--- src/sv/lob_pkg.sv ---
// shared types, codes and defaults for the limit order book
`timescale 1ns / 1ps
package lob_pkg;

	// default sizes
	localparam int ORDERS_DEF     = 1024;
	localparam int LEVELS_DEF     = 64;
	localparam int PRICE_BITS_DEF = 32;
	localparam int ENTRY_W_DEF    = 64 + PRICE_BITS_DEF + 1 + $clog2(ORDERS_DEF);

	// command codes
	localparam logic CMD_ADD    = 1'b0;
	localparam logic CMD_CANCEL = 1'b1;

	// side codes
	localparam logic SIDE_BID = 1'b0;
	localparam logic SIDE_ASK = 1'b1;

	// status codes
	localparam logic [1:0] ST_DONE    = 2'd0;
	localparam logic [1:0] ST_UNKNOWN = 2'd1;
	localparam logic [1:0] ST_FULL    = 2'd2;
	localparam logic [1:0] ST_DUP     = 2'd3;

	// sequencer states
	typedef enum logic [1:0] {
		S_IDLE,
		S_PASS1,
		S_PASS2,
		S_FIN
	} state_t;

	// request beat
	typedef struct packed {
		logic        cmd;
		logic [63:0] order_id;
		logic [31:0] price;
		logic        side;
	} req_t;

	// response beat
	typedef struct packed {
		logic [1:0]  status;
		logic [31:0] best_bid;
		logic        bid_valid;
		logic [31:0] best_ask;
		logic        ask_valid;
		logic [63:0] bid_front_id;
		logic [63:0] ask_front_id;
	} rsp_t;

endpackage

--- src/sv/lob_unit.sv ---
// head unit: sequencer, per-order processing and book bookkeeping
`timescale 1ns / 1ps
module lob_unit #(
	parameter int MAX_ORDERS = lob_pkg::ORDERS_DEF,
	parameter int MAX_LEVELS = lob_pkg::LEVELS_DEF,
	parameter int PRICE_BITS = lob_pkg::PRICE_BITS_DEF
) (
	input  logic                                          clk,
	input  logic                                          arst_n,
	input  lob_pkg::req_t                                 req,
	input  logic                                          req_valid,
	output logic                                          req_stall,
	output lob_pkg::rsp_t                                 rsp,
	output logic                                          rsp_valid,
	input  logic                                          rsp_stall,
	input  logic                                          head_vld,
	input  logic [64+PRICE_BITS+1+$clog2(MAX_ORDERS)-1:0] head_data,
	output logic                                          shift,
	output logic                                          tail_vld,
	output logic [64+PRICE_BITS+1+$clog2(MAX_ORDERS)-1:0] tail_data
);
	import lob_pkg::*;

	localparam int RW  = $clog2(MAX_ORDERS);
	localparam int OCW = $clog2(MAX_ORDERS + 1);
	localparam int LCW = $clog2(MAX_LEVELS + 1);
	localparam int PB  = PRICE_BITS;
	localparam logic [RW-1:0]  LAST_POS = RW'(MAX_ORDERS - 1);
	localparam logic [OCW-1:0] ORD_FULL = OCW'(MAX_ORDERS);
	localparam logic [LCW-1:0] LVL_FULL = LCW'(MAX_LEVELS);

	state_t state_q, state_d;
	logic [RW-1:0] pos_q;

	// captured request
	logic          r_cmd_q;
	logic [63:0]   r_id_q;
	logic [PB-1:0] r_price_q;
	logic          r_side_q;

	// first pass findings
	logic          hit_q;
	logic          lvl_q;
	logic [PB-1:0] f_price_q;
	logic          f_side_q;
	logic [RW-1:0] f_rank_q;

	// second pass accumulators
	logic          ins_q;
	logic          remain_q;
	logic          bbv_q, abv_q;
	logic [PB-1:0] bb_q, ab_q;
	logic [RW-1:0] bbr_q, abr_q;
	logic [63:0]   bbf_q, abf_q;

	// book sizes
	logic [OCW-1:0] ord_cnt_q;
	logic [LCW-1:0] bid_cnt_q, ask_cnt_q;

	rsp_t rsp_q;
	logic rsp_valid_q;

	// head entry fields
	logic [63:0]   h_id;
	logic [PB-1:0] h_price;
	logic          h_side;
	logic [RW-1:0] h_rank;

	assign h_id    = head_data[RW+1+PB +: 64];
	assign h_price = head_data[RW+1 +: PB];
	assign h_side  = head_data[RW];
	assign h_rank  = head_data[RW-1:0];

	// outgoing entry fields
	logic          y_vld;
	logic [63:0]   y_id;
	logic [PB-1:0] y_price;
	logic          y_side;
	logic [RW-1:0] y_rank;

	logic id_hit, lvl_hit, add_ok, cancel_ok, ins_now;
	logic bid_take, ask_take, remain_hit, out_free, fin_leave;
	logic [LCW-1:0] side_cnt;
	logic [1:0] status;

	// decision from first pass
	assign side_cnt  = (r_side_q == SIDE_ASK) ? ask_cnt_q : bid_cnt_q;
	assign add_ok    = (r_cmd_q == CMD_ADD) && !hit_q && (ord_cnt_q != ORD_FULL) &&
		(lvl_q || (side_cnt != LVL_FULL));
	assign cancel_ok = (r_cmd_q == CMD_CANCEL) && hit_q;

	always_comb begin
		if (r_cmd_q == CMD_CANCEL) begin
			status = hit_q ? ST_DONE : ST_UNKNOWN;
		end else if (hit_q) begin
			status = ST_DUP;
		end else begin
			status = add_ok ? ST_DONE : ST_FULL;
		end
	end

	// first pass compares
	assign id_hit  = head_vld && (h_id == r_id_q);
	assign lvl_hit = head_vld && (h_side == r_side_q) && (h_price == r_price_q);

	// second pass rewrite of the entry leaving the head
	assign ins_now = (state_q == S_PASS2) && add_ok && !head_vld && !ins_q;

	always_comb begin
		y_vld   = head_vld;
		y_id    = h_id;
		y_price = h_price;
		y_side  = h_side;
		y_rank  = h_rank;
		if (state_q == S_PASS2) begin
			if (ins_now) begin
				y_vld   = 1'b1;
				y_id    = r_id_q;
				y_price = r_price_q;
				y_side  = r_side_q;
				y_rank  = '0;
			end else if (add_ok && head_vld) begin
				y_rank = h_rank + RW'(1);
			end else if (cancel_ok && head_vld) begin
				if (h_rank == f_rank_q) begin
					y_vld = 1'b0;
				end else if (h_rank > f_rank_q) begin
					y_rank = h_rank - RW'(1);
				end
			end
		end
	end

	assign tail_vld  = y_vld;
	assign tail_data = {y_id, y_price, y_side, y_rank};

	// best level tracking, older order wins a price tie
	assign bid_take = y_vld && (y_side == SIDE_BID) &&
		(!bbv_q || (y_price > bb_q) || ((y_price == bb_q) && (y_rank > bbr_q)));
	assign ask_take = y_vld && (y_side == SIDE_ASK) &&
		(!abv_q || (y_price < ab_q) || ((y_price == ab_q) && (y_rank > abr_q)));
	assign remain_hit = y_vld && (y_side == f_side_q) && (y_price == f_price_q);

	assign out_free  = !rsp_valid_q || !rsp_stall;
	assign fin_leave = (state_q == S_FIN) && out_free;

	// next state
	always_comb begin
		state_d = state_q;
		case (state_q)
			S_IDLE:  if (req_valid) state_d = S_PASS1;
			S_PASS1: if (pos_q == LAST_POS) state_d = S_PASS2;
			S_PASS2: if (pos_q == LAST_POS) state_d = S_FIN;
			S_FIN:   if (out_free) state_d = S_IDLE;
			default: state_d = S_IDLE;
		endcase
	end

	// control outputs
	always_comb begin
		req_stall = 1'b1;
		shift     = 1'b0;
		case (state_q)
			S_IDLE:  req_stall = 1'b0;
			S_PASS1: shift = 1'b1;
			S_PASS2: shift = 1'b1;
			S_FIN:   req_stall = 1'b1;
			default: req_stall = 1'b1;
		endcase
	end

	// state, position and control flags
	always_ff @(posedge clk or negedge arst_n) begin
		if (!arst_n) begin
			state_q     <= S_IDLE;
			pos_q       <= '0;
			hit_q       <= 1'b0;
			lvl_q       <= 1'b0;
			ins_q       <= 1'b0;
			remain_q    <= 1'b0;
			bbv_q       <= 1'b0;
			abv_q       <= 1'b0;
			ord_cnt_q   <= '0;
			bid_cnt_q   <= '0;
			ask_cnt_q   <= '0;
			rsp_valid_q <= 1'b0;
		end else begin
			state_q <= state_d;
			case (state_q)
				S_IDLE: begin
					pos_q <= '0;
					if (req_valid) begin
						hit_q <= 1'b0;
						lvl_q <= 1'b0;
					end
				end
				S_PASS1: begin
					pos_q <= (pos_q == LAST_POS) ? '0 : pos_q + RW'(1);
					if (id_hit) hit_q <= 1'b1;
					if (lvl_hit) lvl_q <= 1'b1;
					if (pos_q == LAST_POS) begin
						ins_q    <= 1'b0;
						remain_q <= 1'b0;
						bbv_q    <= 1'b0;
						abv_q    <= 1'b0;
					end
				end
				S_PASS2: begin
					pos_q <= (pos_q == LAST_POS) ? '0 : pos_q + RW'(1);
					if (ins_now) ins_q <= 1'b1;
					if (remain_hit) remain_q <= 1'b1;
					if (bid_take) bbv_q <= 1'b1;
					if (ask_take) abv_q <= 1'b1;
				end
				S_FIN: begin
					if (out_free) begin
						if (add_ok) begin
							ord_cnt_q <= ord_cnt_q + OCW'(1);
							if (!lvl_q && (r_side_q == SIDE_ASK)) ask_cnt_q <= ask_cnt_q + LCW'(1);
							if (!lvl_q && (r_side_q == SIDE_BID)) bid_cnt_q <= bid_cnt_q + LCW'(1);
						end else if (cancel_ok) begin
							ord_cnt_q <= ord_cnt_q - OCW'(1);
							if (!remain_q && (f_side_q == SIDE_ASK)) ask_cnt_q <= ask_cnt_q - LCW'(1);
							if (!remain_q && (f_side_q == SIDE_BID)) bid_cnt_q <= bid_cnt_q - LCW'(1);
						end
					end
				end
				default: pos_q <= '0;
			endcase
			// response beat holds until taken
			if (fin_leave) begin
				rsp_valid_q <= 1'b1;
			end else if (!rsp_stall) begin
				rsp_valid_q <= 1'b0;
			end
		end
	end

	// request capture, first pass payload and best accumulators
	always_ff @(posedge clk) begin
		if ((state_q == S_IDLE) && req_valid) begin
			r_cmd_q   <= req.cmd;
			r_id_q    <= req.order_id;
			r_price_q <= req.price[PB-1:0];
			r_side_q  <= req.side;
		end
		if ((state_q == S_PASS1) && id_hit) begin
			f_price_q <= h_price;
			f_side_q  <= h_side;
			f_rank_q  <= h_rank;
		end
		if ((state_q == S_PASS1) && (pos_q == LAST_POS)) begin
			bb_q  <= '0;
			ab_q  <= '0;
			bbf_q <= '0;
			abf_q <= '0;
			bbr_q <= '0;
			abr_q <= '0;
		end
		if ((state_q == S_PASS2) && bid_take) begin
			bb_q  <= y_price;
			bbf_q <= y_id;
			bbr_q <= y_rank;
		end
		if ((state_q == S_PASS2) && ask_take) begin
			ab_q  <= y_price;
			abf_q <= y_id;
			abr_q <= y_rank;
		end
		if (fin_leave) begin
			rsp_q.status       <= status;
			rsp_q.best_bid     <= 32'(bb_q);
			rsp_q.bid_valid    <= bbv_q;
			rsp_q.best_ask     <= 32'(ab_q);
			rsp_q.ask_valid    <= abv_q;
			rsp_q.bid_front_id <= bbf_q;
			rsp_q.ask_front_id <= abf_q;
		end
	end

	assign rsp       = rsp_q;
	assign rsp_valid = rsp_valid_q;

endmodule

--- config.mk ---
export PLATFORM = sky130hd
export DESIGN_NAME = lob_unit
export DESIGN_NICKNAME = d
export VERILOG_FILES = /design/src/sv/lob_pkg.sv /design/src/sv/lob_unit.sv
export SDC_FILE = /design/constraint.sdc
export NUM_CORES = 1
export LEC_CHECK = 0
export BUFFER_PORTS_ARGS = -buffer_cell sky130_fd_sc_hd__buf_2
export CAP_MARGIN = 30
export CORE_MARGIN = 5
export CORE_UTILIZATION = 40
export DETAILED_ROUTE_END_ITERATION = 8
export PLACE_DENSITY = 0.62
export SLEW_MARGIN = 20
export SYNTH_ARGS = -nofsm -noshare
export SYNTH_HDL_FRONTEND = slang
export SYNTH_SLANG_ARGS = --single-unit
export TNS_END_PERCENT = 100
--- constraint.sdc ---
create_clock -name clk -period 57.3 [get_ports clk]
set_clock_uncertainty 0.15 [all_clocks]
set_input_delay 8.595 -clock clk [delete_from_list [all_inputs] [get_ports clk]]
set_output_delay 8.595 -clock clk [all_outputs]
set_load 0.02 [all_outputs]
Word level (Yosys, flattened, before mapping)

Index checks and enable logic that the tools add are counted.

Magnitude comparators: 5
Add/sub/neg operators: 9
Bitwise operators: 4
Mux-type cells: 66
Equal/unequal tests: 27
Reduce and logical (&&, ||, !) cells: 65

Operators by type and width:

| operator              | count |
|---|---|
| $mux 64               | 5 |
| $mux 32               | 5 |
| $eq 32x32->1          | 4 |
| $mux 10               | 10 |
| $eq 64x64->1          | 1 |
| $mux 7                | 9 |
| $gt 32x32->1          | 1 |
| $lt 32x32->1          | 1 |
| $gt 10x10->1          | 3 |
| $logic_and 1x1->1     | 30 |
| $mux 11               | 2 |
| $reduce_and 3->1      | 7 |
| $add 10x1->10 const B | 2 |
| $mux 1                | 20 |
| $ne 2x2->1 const B    | 10 |
| $pmux 10 s2           | 1 |
| $reduce_bool 2->1     | 8 |
| $add 7x1->7 const B   | 2 |
| $mux 2                | 7 |
| $sub 7x1->7 const B   | 2 |
| $pmux 1 s2            | 6 |
| $add 11x1->11 const B | 1 |
| $ne 11x11->1 const B  | 1 |
| $sub 11x1->11 const B | 1 |
| other kinds (16)      | 37 |

Bits of input ports: 210
Register bits: 593
Output and inout bits: 307
Logic and storage cells: 208

Logic depth before layout (Yosys ltp)

Depth in word-level cells: 15
Gate-level depth with buffers: 23
Mapped depth without buffers: 19

Worst setup path after synthesis

Ideal clock, no wire load.

Path kind: in2reg
Start point: input port rsp_stall
End point: register bid_cnt_q[1]
Setup slack: 30240 ps
Library setup time: 125 ps
Stages: 4
Data arrival time: 26786 ps
Data required time: 57025 ps
Path buffers: 0
Path through: a21boi_0 o21ai_0 a21oi_2 mux2_2

Word-level cells in the longest chain between the ends: 3

RTL lines:

| element                           | line            | RTL |
|---|---|---|
| start, declared                   | lob_unit.sv:15  | `input logic rsp_stall,` |
| $logic_not 1->1                   | n/a             |  |
| $logic_or 1x1->1                  | lob_unit.sv:144 | `assign out_free = !rsp_valid_q \|\| !rsp_stall;` |
| $reduce_and 5->1 (no source line) | n/a             |  |
| end signal, assigned              | lob_unit.sv:220 | `if (!lvl_q && (r_side_q == SIDE_BID)) bid_cnt_q <= bid_cnt_q + LCW'(1);` |
| end signal, assigned              | lob_unit.sv:224 | `if (!remain_q && (f_side_q == SIDE_BID)) bid_cnt_q <= bid_cnt_q - LCW'(1);` |
| end, declared                     | lob_unit.sv:58  | `logic [LCW-1:0] bid_cnt_q, ask_cnt_q;` |

No other way between the ends.
A chain may end at the register's enable or synchronous reset.

Worst setup path after layout

Start point: input port head_data[5]
End point: output port tail_data[1]

Word-level cells in the longest chain between the ends: 7
Elaborated cells on any way between the ends: 8
Classes of those cells: order compare: 1; eq/ne: 1; mux: 6

RTL lines:

| element         | line            | RTL |
|---|---|---|
| start, declared | lob_unit.sv:17  | `input logic [64+PRICE_BITS+1+$clog2(MAX_ORDERS)-1:0] head_data,` |
| $gt 10x10->1    | lob_unit.sv:127 | `end else if (h_rank > f_rank_q) begin` |
| $mux 10         | lob_unit.sv:127 |  |
| $mux 10 *       | lob_unit.sv:125 | `if (h_rank == f_rank_q) begin` |
| $mux 10 *       | lob_unit.sv:124 | `end else if (cancel_ok && head_vld) begin` |
| $mux 10 *       | lob_unit.sv:122 | `end else if (add_ok && head_vld) begin` |
| $mux 10 *       | lob_unit.sv:116 | `if (ins_now) begin` |
| $mux 10 *       | lob_unit.sv:115 | `if (state_q == S_PASS2) begin` |
| end, declared   | lob_unit.sv:20  | `output logic [64+PRICE_BITS+1+$clog2(MAX_ORDERS)-1:0] tail_data` |

Mark *: on every way between the ends. The rest lies on a longest branch, timed or not.

==> results by group <==
Run status
  – Status: finished, final reports clean

GRT
  – Largest net degree at the start of global routing: 130
  – Total grt overflow: 0
  – GRT Overall Usage: 22.7%
  – Number of global-route vias before repair: between 15k and 20k
  – Antenna violations before repair: 12
  – First-pass GRT wire length: ~120 mm

Die
  – Initial core utilization: roughly two fifths
  – Cell Rows: 94
  – I/O pin cnt: slightly above 500
  – Chip height: 267 µm
  – Core area: between 60,000 and 70,000 µm²
  – Die area: 71,100 µm²
  – Die width: approximately 270 µm

Synth
  – Netlist Area Pre-Place: around 26,000 µm²
  – Synth Flop Type: edfxtp_1
  – Syn. warnings: 0
  – Distinct cell type count after synthesis: 67
  – Asr flop ratio synth: approximately 7.4%
  – Sequential-to-total area share from yosys stat: roughly two thirds
  – Mapped Cells: 1,965
  – Mapped Nets: between 2k and 2.5k
  – Post-synth EDFFs: 549
  – Synthesized area per cell: ~13 µm²
  – Synth Register Bits: between 500 and 600

Timing
  – Worst-Margin Slew: 1.00 ns
  – Setup TNS: 0 ns
  – RSZ-0062 raised after global routing: false
  – Final hold viol count: 0
  – Relative slew slack: between 30% and 40%
  – Fin crit period: ~20 ns
  – Achievable Freq: approximately 0.050 GHz
  – Final period util: between 30% and 40%
  – Number of max-slew violations in the final report: 0
  – Endpoints failing setup: 0

Layout
  – Layout cell share with drive strength beyond 1: between 20% and 30%
  – Layout Cells excl Fill: around 3.5k
  – Fill count: around 5.8k
  – Syn-to-layout area delta: 22.5%
  – Most frequent cells in the layout: 549 x edfxtp_1, 516 x buf_2, 250 x nor2_1
  – Number of nets in the layout: ~2.9k
  – Commonest non-fill, non-tap cell in the layout: edfxtp_1

Clocking
  – Sinks on Clock Net: between 500 and 600
  – Post-cts sizing count: 0
  – Hold bufs inserted after CTS: 0
  – H-tree depth: 3
  – Setup Buffers After CTS: 0
  – Num CTS Buffers: 67
  – CTS tree: built
  – Worst skew pair latency: 0.60 ns
  – Root Buffer: clkbuf_16
  – Worst-path clk slew: around 0.060 ns
  – Max Buffers Root-to-Sink: 3

Pwr
  – Worst vdd ir: 0.0000202 V
  – Power Density: a little under 30 nW/µm²
  – Leakage Power: 14.3 nW
  – Overall Power: 0.938 mW

Min path
  – Min-delay worst type: reg -> reg

Critical path
  – Startpoint Class: primary input
  – CP endpoint kind: primary output
  – CP Data Required Time: ~50 ns
  – Critical path class: in -> out
  – Worst Path Arrival: between 10 and 15 ns
  – Crit-path max FO: 6

Placement
  – Last weighted congestion value of the routability-driven placer: around 0.96
  – Placed cell count: 3,316
  – IO Port Bufs: about 520
  – DP Wirelength: between 60 and 70 mm

Job
  – Max Cap Viol: 0

Drt
  – Wire per inst: ~25 µm
  – Vias: around 18k
  – Final ANT Viol Nets: 0
  – Final WL: 84.6 mm
  – DR pass1 iterations: 5
  – Post-DR vias/cell: 5.23
  – 1st-iter DRT viols: 2,096
  – Drt drc: 0
==> area by class of cell <==
type,count,area [µm²],share of cell area (%)
antenna,10,25.0,0.0775
clock buffer,81,1770,5.49
clock inverter,43,415,1.29
inverter,250,941,2.91
multi-input combinational,1074,7640,23.7
sequential,593,17600,54.5
tap,864,1080,3.35
timing repair buffer,539,2830,8.76
==> per-layer routing <==
layer / GRT usage [%] / routed length (µm) / part of all wire (%) / vias up
li1: - / - / - / 8179
met1: 30.6 / 34300 / 41 / 8952
met3: 5.78 / 7520 / 8.9 / 134
met5: 0 / 17 / 0.020 / -
met4: 7.39 / 2750 / 3.3 / 4
met2: 36.4 / 40100 / 47 / 801
==> cells in the mapped netlist (7+ instances only) <==
master     instances  area, µm²
a21o_1            43        323
nor4_1            26        163
o2bb2ai_1          7       61.3
o21ai_0           52        260
mux2_2             8       90.1
inv_1            249        935
nor2_2            11       68.8
a221oi_1          10       87.6
dfrtp_1           44       1100
o22ai_1           16        100
ha_1             124       1550
nand3_1           19       95.1
nand2_1           39        146
clkbuf_1          27        101
o21bai_1           8       60.1
xnor2_1           71        622
nor2b_1           10       62.6
nand2b_1           8       50.1
and3_1            10       62.6
mux2i_1           82        821
buf_2             13       65.1
xor2_1            79        692
nor3_1            23        115
nor2_1           250        938
nand4_1           40        250
edfxtp_1         549      16500
a21oi_1           64        320
==> where the power goes <==
group / switching [mW] / total (mW) / leakage [nW] / internal [mW]
Clock: 0.176 / 0.426 / 1.06 / 0.250
Combinational: 0.0295 / 0.0443 / 7.57 / 0.0147
Sequential: 0.0000000000168 / 0.468 / 5.63 / 0.468
Total: 0.206 / 0.938 / 14.3 / 0.732
==> cells by family after synthesis <==
family | share of synthesized area [%]
simple gates | 8.07
mux | 3.51
compound gates | 6.14
fa+ha+maj | 6.12
xor+xnor | 4.99
flops | 66.7
buf+inv | 4.45
==> critical path, cell delays in order <==
cell,delay (ns)
buf_2,0.16
ha_1,0.33
a21o_1,0.18
a21oi_1,0.14
o21ai_0,0.11
o21ai_0,0.51
o21ai_0,0.15
and3_1,0.21
or4_1,0.48
o21ai_0,0.22
buf_2,0.26
==> final timing paths <==
check | startpoint | end | slack, ns | depth (start not counted)
setup reg to reg | state_q[0]$_DFFE_PN0P_ | bbf_q[2]$_SDFFCE_PN0P_ | 48.72 | 20
max in group asynchronous | arst_n | ord_cnt_q[7]$_DFFE_PN0P_ | 48.58 | 2
setup / recovery | head_data[5] | tail_data[1] | 37.20 | 11
hold reg to reg | abf_q[8]$_SDFFCE_PN0P_ | rsp[8]$_DFFE_PP_ | 0.25 | 0
min in group asynchronous | arst_n | ask_cnt_q[5]$_DFFE_PN0P_ | 7.86 | 1
hold / removal | abf_q[8]$_SDFFCE_PN0P_ | rsp[8]$_DFFE_PP_ | 0.25 | 0
==> flip-flops by register name (all words and copies together) (netlist names), 10 cells and up <==
name	count
bbr_q	10
ab_q	32
r_price_q	32
f_price_q	32
ord_cnt_q	11
bbf_q	64
bb_q	32
abr_q	10
abf_q	64
r_id_q	64
f_rank_q	10
rsp	196
pos_q	10
==> per-stage QoR <==
stage          hold WS (ns)  instance area [µm²]  utilization (%)  worst slack (ns)
3_5_place_dp          0.255                30000             45.8             37.25
2_1_floorplan         0.250                26400                -             30.24
5_1_grt               0.265                32300             49.3             37.06
4_1_cts               0.259                32200             49.1             37.23
6_report              0.249                32300             49.3             37.20
3_3_place_gp          0.251                30000             45.8             37.19
Power figures use the tool's default switching activity.
